===== src/hdl/slot_registry_free_list_allocator_top_macros.svh =====
// ----------------------------------------------------------------------------
// Assertion macros for the slot registry
// Shared concurrent assertion forms, clocked on clk and quiet during rst.
// ----------------------------------------------------------------------------
`ifndef SLOT_REGISTRY_FREE_LIST_ALLOCATOR_TOP_MACROS_SVH
`define SLOT_REGISTRY_FREE_LIST_ALLOCATOR_TOP_MACROS_SVH

// Same-cycle implication
`define SRFLA_ASSERT_NOW(label, ante, cons, msg) \
  label: assert property (@(posedge clk) disable iff (rst) (ante) |-> (cons)) \
    else $error(msg);

// Next-cycle implication
`define SRFLA_ASSERT_NEXT(label, ante, cons, msg) \
  label: assert property (@(posedge clk) disable iff (rst) (ante) |=> (cons)) \
    else $error(msg);

`endif


===== src/hdl/srfla_pkg.sv =====
// ----------------------------------------------------------------------------
// srfla_pkg
// Types, codes and sizes shared by the slot registry front, back and top.
// ----------------------------------------------------------------------------
package srfla_pkg;

  localparam int SLOTS       = 1024;
  localparam int ID_W        = $clog2(SLOTS);
  localparam int OWNER_W     = 16;
  localparam int KIND_W      = 2;
  localparam int STATUS_W    = 2;
  localparam int S_TDATA_W   = ((ID_W + OWNER_W + 7) / 8) * 8;
  localparam int M_TDATA_W   = ((ID_W + OWNER_W + 7) / 8) * 8;
  localparam logic [ID_W-1:0] FRESH_LIMIT = ID_W'(SLOTS - 1);

  // Request kinds as they arrive on the bus
  localparam logic [KIND_W-1:0] KIND_ALLOC  = 2'd0;
  localparam logic [KIND_W-1:0] KIND_FREE   = 2'd1;
  localparam logic [KIND_W-1:0] KIND_LOOKUP = 2'd2;

  // Internal operation after classification
  typedef enum logic [1:0] {
    OP_ALLOC,
    OP_FREE,
    OP_LOOKUP
  } op_t;

  typedef enum logic [STATUS_W-1:0] {
    ST_OK           = 2'd0,
    ST_FULL         = 2'd1,
    ST_FREE_IGNORED = 2'd2,
    ST_LOOKUP_EMPTY = 2'd3
  } status_t;

  typedef enum logic {
    BK_IDLE,
    BK_EXEC
  } back_state_t;

  // Classified request as it sits in the queue
  typedef struct packed {
    op_t               op;
    logic              id_zero;
    logic [ID_W-1:0]   slot_id;
    logic [OWNER_W-1:0] owner;
  } cmd_t;

  // Queue head as seen by the back end
  typedef struct packed {
    logic valid;
    cmd_t cmd;
  } queue_head_t;

endpackage


===== src/hdl/srfla_front.sv =====
// ----------------------------------------------------------------------------
// srfla_front
// Accepts requests, classifies them and holds them in a two-entry queue.
// ----------------------------------------------------------------------------
module srfla_front
  import srfla_pkg::*;
(
  input  logic                  clk,
  input  logic                  rst,
  input  logic                  s_tvalid,
  output logic                  s_tready,
  input  logic [S_TDATA_W-1:0]  s_tdata,  // slot_id, owner, zero pad
  input  logic [KIND_W-1:0]     s_tuser,  // kind
  output queue_head_t           head,
  input  logic                  pop
);

  `include "slot_registry_free_list_allocator_top_macros.svh"

  cmd_t       in_cmd;
  cmd_t       entry [2];
  logic       wr_ptr;
  logic       rd_ptr;
  logic [1:0] count;
  logic       push;

  // Classify: unknown kind reads as lookup
  always_comb begin
    in_cmd.slot_id = s_tdata[ID_W-1:0];
    in_cmd.owner   = s_tdata[ID_W +: OWNER_W];
    in_cmd.id_zero = (s_tdata[ID_W-1:0] == '0);
    case (s_tuser)
      KIND_ALLOC: in_cmd.op = OP_ALLOC;
      KIND_FREE:  in_cmd.op = OP_FREE;
      default:    in_cmd.op = OP_LOOKUP;
    endcase
  end

  assign s_tready = (count != 2'd2);
  assign push     = s_tvalid && s_tready;

  // Queue storage
  always_ff @(posedge clk) begin
    if (push) begin
      entry[wr_ptr] <= in_cmd;
    end
  end

  // Queue pointers
  always_ff @(posedge clk) begin
    if (rst) begin
      wr_ptr <= 1'b0;
      rd_ptr <= 1'b0;
      count  <= 2'd0;
    end else begin
      if (push) begin
        wr_ptr <= ~wr_ptr;
      end
      if (pop) begin
        rd_ptr <= ~rd_ptr;
      end
      count <= count + {1'b0, push} - {1'b0, pop};
    end
  end

  assign head.valid = (count != 2'd0);
  assign head.cmd   = entry[rd_ptr];

  `SRFLA_ASSERT_NOW(a_pop_nonempty, pop, count != 2'd0, "queue popped while empty")
  `SRFLA_ASSERT_NOW(a_count_range, 1'b1, count != 2'd3, "queue count out of range")

endmodule


===== config.mk =====
export PLATFORM = sky130hd
export DESIGN_NAME = srfla_front
export DESIGN_NICKNAME = d
export VERILOG_FILES = /design/src/hdl/srfla_pkg.sv /design/src/hdl/srfla_front.sv
export VERILOG_INCLUDE_DIRS = /design/src /design/src/hdl
export SDC_FILE = /design/constraint.sdc
export NUM_CORES = 1
export LEC_CHECK = 0
export BUFFER_PORTS_ARGS = -buffer_cell sky130_fd_sc_hd__buf_2
export CAP_MARGIN = 10
export CELL_PAD_IN_SITES_DETAIL_PLACEMENT = 1
export CELL_PAD_IN_SITES_GLOBAL_PLACEMENT = 2
export CORE_MARGIN = 2
export CORE_UTILIZATION = 32
export DETAILED_ROUTE_END_ITERATION = 8
export GPL_TIMING_DRIVEN = 0
export PLACE_DENSITY = 0.81
export RECOVER_POWER = 25
export SLEW_MARGIN = 20
export SYNTH_ARGS = -nofsm -noshare
export SYNTH_HDL_FRONTEND = slang
export SYNTH_SLANG_ARGS = --single-unit

===== constraint.sdc =====
create_clock -name clk -period 1.5 [get_ports clk]
set_input_delay 0.225 -clock clk [delete_from_list [all_inputs] [get_ports clk]]
set_output_delay 0.225 -clock clk [all_outputs]
set_load 0.05 [all_outputs]

==> results of run 1 <==
worst register-to-register path: stages (launching register included):
cell	delay [ps]
dfxtp_2	340
nand2b_4	140
nand2_4	60
xnor2_2	130
ha_2	210
or4b_1	460
nand4b_1	100
cells in the final DEF, fill, tap and decap left out, types with 7 or more instances in the layout:
| cell | count |
|---|---|
| clkbuf_1 | 9 |
| buf_4 | 10 |
| clkbuf_8 | 9 |
| buf_2 | 24 |
| mux2_4 | 22 |
| buf_8 | 22 |
| mux2_2 | 7 |
| edfxtp_1 | 58 |
| buf_6 | 10 |
timing repair:
item                                    in CTS  in global routing
hold endpoints to repair                     0                  0
pin swaps                                    1                  4
endpoints found under the setup margin      88                 78
setup buffers                                9                  2
gates cloned                                 2                  2
resized for setup                           91                 30
metal layers:
layer	up-vias	track usage, %
li1	659	-
met1	708	16.21
met2	41	22.93
met3	5	4.174
met4	0	4.615
met5	-	0
sequential cells by signal, indices dropped and copies added (netlist names), named ones only:
name,cells
rd_ptr,1
count,2
wr_ptr,1
entry,58
power by group through the flow:
stage | clock network (mW) | logic (mW) | registers [mW]
2_1_floorplan | 0 | 0.721 | 2.17
3_3_place_gp | 0 | 0.942 | 2.17
3_5_place_dp | 0 | 0.953 | 2.18
4_1_cts | 1.82 | 1.29 | 2.14
5_1_grt | 1.90 | 1.49 | 2.17
6_report | 1.78 | 1.42 | 2.15
final timing paths:
path	endpoint	start	slack [ps]
min reg2reg	rd_ptr	rd_ptr	530
max reg2reg	count[1]	count[0]	0
max	head[8]	flip-flop	-140
min	entry[1][14]	s_tdata[24]	90
through the flow:
stage	hold slack [ps]	worst slack (ps)
after floorplan	289.2	-68.48
after global placement	414.7	-283.1
after detailed placement	419.5	-300.7
after CTS	67.96	-186.0
after global routing	65.92	-209.6
final	86.82	-143.7
cell type report:
| class | instances | share of cell area [%] |
|---|---|---|
| flip-flops and latches | 63 | 50.74 |
| well taps | 99 | 3.406 |
| clock buffers | 9 | 3.406 |
| clock inverters | 7 | 3.337 |
| inverters | 3 | 0.4128 |
| repair buffers | 75 | 19.54 |
| repair inverters | 1 | 0.2064 |
| plain buffers | 4 | 1.479 |
| multi-input cells | 54 | 17.48 |
logic make-up (layout without fill, tap and decap cells):
group,Yosys count,in the layout,synth area share (%)
compound gates,4,4,1.313
xor+xnor,2,2,0.7354
buf+inv,7,99,1.365
mux,29,29,13.71
flops,63,63,77.31
simple gates,17,18,5.042
fa+ha+maj,1,1,0.5251
==> flow_summary.ini, run 1 <==
[route]
drt-met1-wl_mm = 2.356
post-route-drc-count = 0
totalWireLength_mm = 5.481
drt_first_iter_violations = 56
top_layer = met4
vias_per_cell = 4.486
post_drt_wl_per_cell_microns = 17.40
wl_met3_microns = 249
met2WireLength_mm = 2.829
firstDrtPassIters = 4
ant_nets = 0
vias = 1413

[placed_design]
dp_hpwl_mm = 3.023
dpl_cell_area_sq_um = 2834
port_buffers = 62
globalplace.congestion = 0.6788
dp_cells = 284

[power_and_ir_drop]
p_int_mw = 3.839
switching_share_pct = 28.18
power.density_nw_per_um2 = 1470
p_seq_share_pct = 40.2
p_comb_share_pct = 26.5
p_total_mw = 5.346
p_leak_nw = 1.398
vdd_drop_max_mv = 0.5580
switchingPower_mw = 1.507
power_frac_clock_pct = 33.2

[setup_path]
crit_arrival_ps = 1420
crit_path_cell_trace = buf_4 -> buf_12 -> mux2_2 -> buf_6
cp_slowest_stage_delay_ps = 350
rr_worst_depth = 6
path_class = reg -> out
worst-path-buf-inv = 3
critPathMaxFanout = 10
crit_cells = 4
cp.required_ps = 1270
path_delay_family = buffers and inverters
endpoint_kind = output port
critPathSlowestCell = mux2_2
critPathLaunchType = flip-flop

[flow_run]
drv_cap = 0

[status]
outcome = finished with violations
violations = setup timing

[cts]
clock_latency_ps = 330
cts.sinks = 63
cts-buffers-inserted = 9
hold_buffers = 0
cts_root_buf = clkbuf_8
clockBufferDepth = 2
cts_tree = built
clkTransAtPathRegs_ps = 70
htree_levels = 3

[synthesis]
yosysMostFrequentCell = edfxtp_1
synthTopCellsByCount = 58 x edfxtp_1, 29 x mux2_2, 5 x dfxtp_1, 3 x inv_1, 3 x or4_1
synth_top_area_cell = edfxtp_1
seq_area_frac_synth_pct = 77.31
yosysWarnings = 0
async_flop_share_pct = 0
synth_edf_count = 58
syn_nets = 162
yosys-top-cells-area = edfxtp_1 73%, mux2_2 14%, dfxtp_1 4.2%, or4_1 0.95%, nand4b_1 0.74%
synth.cell_area_sq_um = 2382
synth_top_area_share_pct = 73.11
synth_cells = 123
synth_cell_types = 24
ys_ff_latch = 63
synth_top_flop_cell = edfxtp_1
avgSynthCellArea_sq_um = 19.37

[floorplanning]
die_y_microns = 90.28
core_area_sq_um = 7214
die_x_microns = 90.28
die_area_sq_um = 8150
boundaryPins = 69
start_util_pct = 33.02
rows = 31

[global_routing]
grt-ovfl-total = 0
grt_max_degree = 30
grt_pass1_wl_mm = 8.335
grt_util_all_layers_pct = 13.46
grt_pass1_vias = 1618
grt_antenna_before_repair = 0

[timing]
fmax_ghz = 0.6084
clock_skew_ps = 3.793
slew_headroom_pct = 74.81
fin_tns_setup_ps = -3679
final_hold_viol_count = 0
period_minus_slack_ps = 1644
finalWorstSetupSlack_ps = -143.7
layout_worst_path_cycle_share_pct = 109.6
drv_slew = 0
setup_viol = 30
rsz0062_at_grt = true
worst_pin_slew_ps = 377.9

[min_path]
hold_depth = 1
hold_path.class = in -> reg

[layout]
multi_input_area_sq_um = 635.6
layout-drive-gt1-share_pct = 60.19
seq_area_sq_um = 1846
nNetsFinal = 250
synthToLayoutAreaGrowth_pct = 52.68
final_cell_area_sq_um = 3637
layoutNonFillerInstCount = 315
final_util_pct = 50.42
antenna_cells = 0
fillers = 711
Power figures use the tool's default switching activity.
==> run 2, diff against run 1 <==
CORE_UTILIZATION = 34   (was 32)
CTS_BUF_LIST = sky130_fd_sc_hd__clkbuf_4 sky130_fd_sc_hd__clkbuf_8   (was unset)
PLACE_DENSITY = 0.85   (was 0.81)
==> run 2 against run 1 <==
The flow still finishes with violations (setup timing). Sequential power hardly changed. First-iteration DRC count up 36%. Worst setup slack worse by 4.3 ps. Critical path type unchanged. Critical endpoint is now head[25]. Largest cell class unchanged. Largest power group unchanged. Highest routed layer unchanged.
==> flow_summary.ini, run 2 (same netlist as run 1, synthesis figures left out) <==
[power_and_ir_drop]
vdd_drop_max_mv = 0.7269
p_leak_nw = 1.325
power.density_nw_per_um2 = 1393

[global_routing]
grt_max_degree = 30
grt_antenna_before_repair = 0
grt_pass1_vias = 1509
grt-ovfl-total = 0
grt_util_all_layers_pct = 14.00
grt_pass1_wl_mm = 7.762

[timing]
rsz0062_at_grt = true
whs_ps = 76.34
setup_viol = 30
drv_slew = 0
final_hold_viol_count = 0
fmax_ghz = 0.6068
worst_pin_slew_ps = 446.8
layout_worst_path_cycle_share_pct = 109.9
period_minus_slack_ps = 1648
finalWorstSetupSlack_ps = -148.0
slew_headroom_pct = 70.21
clock_skew_ps = 3.876

[setup_path]
crit_arrival_ps = 1420
endpoint_kind = output port
worst-path-buf-inv = 3
crit_path_cell_trace = buf_6 -> buf_8 -> mux2_4 -> buf_8
critPathMaxFanout = 5
crit_path_frequent_cell = buf_8
critPathSlowestCell = dfxtp_2
path_delay_family = buffers and inverters
critPathLaunchType = flip-flop
path_class = reg -> out
cp.required_ps = 1270
cp_slowest_stage_delay_ps = 340

[layout]
final_cell_mix = 58 x edfxtp_1, 27 x buf_2, 20 x buf_8, 19 x mux2_4, 15 x buf_4
layout-drive-gt1-share_pct = 59.72
largest_reg_flops = 58
antenna_cells = 0
final_cell_area_sq_um = 3478
top_regs = entry: 58 flops, count: 2 flops
layoutNonFillerInstCount = 307
synthToLayoutAreaGrowth_pct = 46.01
nNetsFinal = 246
final_common_cell = edfxtp_1
final_util_pct = 51.20
largest-register = entry

[route]
post_drt_wl_per_cell_microns = 16.42
vias = 1388
totalWireLength_mm = 5.040
drt_first_iter_violations = 76
post-route-drc-count = 0
firstDrtPassIters = 4
vias_per_cell = 4.521
ant_nets = 0

[cts]
cts-buffers-inserted = 9
cts.sinks = 63
hold_buffers = 0
clkTransAtPathRegs_ps = 70
clockBufferDepth = 2
htree_levels = 3
cts_root_buf = clkbuf_8
cts_tree = built
clock_latency_ps = 330

[placed_design]
globalplace.congestion = 0.6940
dp_hpwl_mm = 2.864
port_buffers = 62
dp_cells = 281
dpl_cell_area_sq_um = 2830

[floorplanning]
die_y_microns = 87.71
die_x_microns = 87.71
start_util_pct = 35.06
rows = 30
core_area_sq_um = 6794
boundaryPins = 69
die_area_sq_um = 7692

[status]
violations = setup timing
outcome = finished with violations

[min_path]
hold_path.class = in -> reg

[flow_run]
drv_cap = 0
-- run 2: cell types whose count changed in the layout (fill, tap and decap cells not counted), moves of 2 or more --
| cell | delta |
|---|---|
| buf_6 | -7 |
| buf_4 | +5 |
| buf_2 | +3 |
| clkinv_2 | +3 |
| clkinv_4 | -3 |
| mux2_2 | +3 |
| mux2_4 | -3 |
| buf_8 | -2 |
| bufinv_16 | -2 |
-- run 2: power by group --
group	switching, mW	internal, mW
Clock	0.605	0.764
Sequential	0.0530	2.10
Combinational	0.761	0.563
Total	1.42	3.43
-- run 2: cell type report --
type | instances | area (sq um)
Clock buffer | 10 | 131.4
Clock inverter | 5 | 50.05
Multi-Input combinational cell | 53 | 626.9
Inverter | 3 | 15.01
Fill cell | 651 | 3316
Timing Repair inverter | 1 | 7.507
Tap cell | 96 | 120.1
Timing Repair Buffer | 72 | 638.1
Sequential cell | 63 | 1848
Buffer | 4 | 41.29
-- run 2: metal layers --
layer | vias to the layer above | part of all wire [%] | global-route usage, %
li1 | 646 | - | -
met1 | 683 | 42 | 16.39
met2 | 48 | 50 | 22.87
met3 | 11 | 5.3 | 4.241
met4 | 0 | 2.7 | 7.972
met5 | - | 0 | 0
-- run 2: worst paths after layout --
kind,cells past startpoint,start,to,slack [ps]
max,4,flip-flop,head[25],-150
min reg2reg,2,rd_ptr,flip-flop,520
max reg2reg,6,count[0],count[1],-10
min,1,s_tdata[13],entry[0][3],80
-- run 2: repair_timing --
item,in CTS,in global routing
resized for setup,85,27
cloned,2,0
pin swaps,1,5
setup buffers,7,2
setup endpoints to repair,88,30
hold endpoints to repair,0,0
-- run 2: through the flow --
step,worst slack (ps),power (mW),TNS [ps]
3_5_place_dp,-351.1,3.134,-14270
6_report,-148.0,4.845,-3403
3_3_place_gp,-292.2,3.112,-12080
5_1_grt,-188.5,5.033,-4713
2_1_floorplan,-68.48,2.887,-1195
4_1_cts,-194.6,4.844,-4685
==> run 3, diff against run 2 <==
ABC_AREA = 1   (was unset)
PLACE_DENSITY = 0.86   (was 0.85)
==> run 3 against run 2 <==
Cell area grew 2.1%. Flip-flop and latch count is the same. Synthesized cell count grew 8.1%. Critical path type unchanged. The flow still finishes with violations (setup timing). Die area grew 0.75%. Clock skew grew 5.9 ps. Routed wire length grew 1.3%. Count of clock-buffer cells in the layout is the same. Register-to-register slack gained 110 ps. Critical path depth is the same. Worst setup slack lost 3.6 ps. Largest cell class unchanged. Clock power grew 15%. Total power grew 5.0%.
==> flow_summary.ini, run 3 <==
[synthesis]
yosysMostFrequentCell = edfxtp_1
synth_top_area_share_pct = 72.54
syn_nets = 172
synth-xor-area-share_pct = 0.7295
synthTopCellsByCount = 58 x edfxtp_1, 19 x mux2_2, 13 x nor2_1, 10 x mux2_4, 9 x nand2_1
yosys-top-cells-area = edfxtp_1 73%, mux2_2 8.9%, mux2_4 6.3%, dfxtp_1 4.2%, nor2_1 2.0%
synth_cell_types = 14
synth_top_flop_cell = edfxtp_1
async_flop_share_pct = 0
synth_cells = 133
seq_area_frac_synth_pct = 76.71
synth_mux_area_share_pct = 15.16
yosysWarnings = 0
avgSynthCellArea_sq_um = 18.05
synth_top_family_by_area = multiplexers
synth_simple_gate_area_share_pct = 4.065
synth_edf_count = 58
synth_top_area_cell = edfxtp_1
ys_ff_latch = 63
synth.cell_area_sq_um = 2401
synthAdderAreaFrac_pct = 0.5211
synth_compound_area_share_pct = 0.4169

[power_and_ir_drop]
power_frac_clock_pct = 31.1
vdd_drop_max_mv = 0.6496
p_leak_nw = 1.391
p_total_mw = 5.086
p_int_mw = 3.612
p_comb_share_pct = 26.5
p_seq_share_pct = 42.4
power.density_nw_per_um2 = 1432
switchingPower_mw = 1.474
switching_share_pct = 28.99

[cts]
clockBufferDepth = 2
htree_levels = 3
hold_buffers = 0
cts_tree = built
cts.sinks = 63
clkTransAtPathRegs_ps = 70
cts-buffers-inserted = 9
cts_root_buf = clkbuf_8
clock_latency_ps = 330

[layout]
largest-register = entry
largest_reg_flops = 58
final_common_cell = edfxtp_1
layout-drive-gt1-share_pct = 55.25
final_cell_mix = 58 x edfxtp_1, 29 x mux2_4, 26 x buf_2, 22 x buf_8, 11 x nor2_1
multi_input_area_sq_um = 653.1
final_cell_area_sq_um = 3551
nNetsFinal = 253
fillers = 672
top_regs = entry: 58 flops, count: 2 flops
synthToLayoutAreaGrowth_pct = 47.89
antenna_cells = 0
seq_area_sq_um = 1849

[floorplanning]
rows = 30
die_y_microns = 88.04
start_util_pct = 35.15
die_area_sq_um = 7750
boundaryPins = 69
die_x_microns = 88.04
core_area_sq_um = 6832

[setup_path]
critPathMaxFanout = 10
cp.required_ps = 1270
r2r_setup_slack_ps = 100
reg2reg_to = entry[1][4]
endpoint_kind = output port
rr_worst_depth = 2
critPathLaunchType = flip-flop
r2r_start = wr_ptr
crit_arrival_ps = 1430
path_class = reg -> out

[flow_run]
drv_cap = 0

[timing]
finalWorstSetupSlack_ps = -151.6
final_hold_viol_count = 0
worst_pin_slew_ps = 546.2
period_minus_slack_ps = 1652
slew_headroom_pct = 63.50
clock_skew_ps = 9.734
layout_worst_path_cycle_share_pct = 110.1
drv_slew = 0
rsz0062_at_grt = true
fmax_ghz = 0.6055
setup_viol = 29

[global_routing]
grt_max_degree = 16
grt_pass1_wl_mm = 7.638
grt-ovfl-total = 0
grt_pass1_vias = 1506
grt_util_all_layers_pct = 13.77
grt_antenna_before_repair = 0

[route]
totalWireLength_mm = 5.106
drt_first_iter_violations = 64
met2WireLength_mm = 2.742
wl_met3_microns = 257
ant_nets = 0
post-route-drc-count = 0
post_drt_wl_per_cell_microns = 16.21
firstDrtPassIters = 4
vias_per_cell = 4.381
top_layer = met4
drt-met1-wl_mm = 2.087
vias = 1380

[status]
outcome = finished with violations
violations = setup timing

[min_path]
hold_path.class = in -> reg
hold_depth = 1
hold_path.startpoint = s_tdata[21]
min_to = entry[1][11]

[placed_design]
dpl_cell_area_sq_um = 2870
port_buffers = 62
dp_hpwl_mm = 3.154
globalplace.congestion = 0.6993
==> run 3: worst max-delay path, cell delays in order, from the launching register on <==
cell and delay [ps]:
dfxtp_4 370, buf_8 130, buf_12 140, mux2_4 310, buf_6 150
==> run 3: final cells by class <==
class                      count  area share (%)
inverter                       7          0.7400
sequential                    63           52.08
timing repair buffer          68           17.79
clock inverter                 6           2.396
tap                           96           3.383
buffer                         4           1.515
clock buffer                  10           3.700
multi-input combinational     61           18.39
==> run 3: power by group through the flow <==
| stage | Combinational (mW) | Sequential (mW) | Clock (mW) |
|---|---|---|---|
| after floorplan | 0.776 | 2.17 | 0 |
| after global placement | 0.991 | 2.17 | 0 |
| after detailed placement | 1.01 | 2.19 | 0 |
| after CTS | 1.29 | 2.15 | 1.63 |
| after global routing | 1.42 | 2.17 | 1.70 |
| final | 1.35 | 2.16 | 1.58 |
==> run 3: cell families after synthesis <==
| family | Yosys count |
|---|---|
| compound gates | 2 |
| xor+xnor | 2 |
| fa+ha+maj | 1 |
| buf+inv | 11 |
| flops | 63 |
| mux | 29 |
| simple gates | 25 |
==> run 3: worst max path at each step <==
stage | endpoint | cells past startpoint
after detailed placement | entry[1][21] | 4
after global routing | head[26] | 4
after floorplan | entry[0][0] | 4
after global placement | entry[0][22] | 4
final | head[26] | 4
after CTS | head[3] | 4
==> run 3: per-layer routing <==
layer	vias up	global-route usage, %
li1	655	-
met1	675	16.03
met2	46	23.90
met3	4	4.901
met4	0	4.270
met5	-	0
==> run 3: metrics by stage <==
| stage | hold slack (ps) | setup TNS [ps] | setup WS, ps | instances | util (%) |
|---|---|---|---|---|---|
| after floorplan | 294.1 | 0 | 13.92 | 133 | - |
| after global placement | 414.3 | -12090 | -230.2 | 291 | 42.01 |
| after detailed placement | 418.5 | -13700 | -242.7 | 291 | 42.01 |
| after CTS | 63.80 | -4256 | -199.6 | 313 | 50.53 |
| after global routing | 61.16 | -5323 | -212.4 | 315 | 51.98 |
| final | 87.84 | -3820 | -151.6 | 315 | 51.98 |
==> run 3: repair_timing <==
action | 4_1_cts | 5_1_grt
gates resized for setup | 95 | 22
setup endpoints to repair | 87 | 45
cloned | 3 | 0
pin swaps | 1 | 0
buffers inserted | 3 | 3
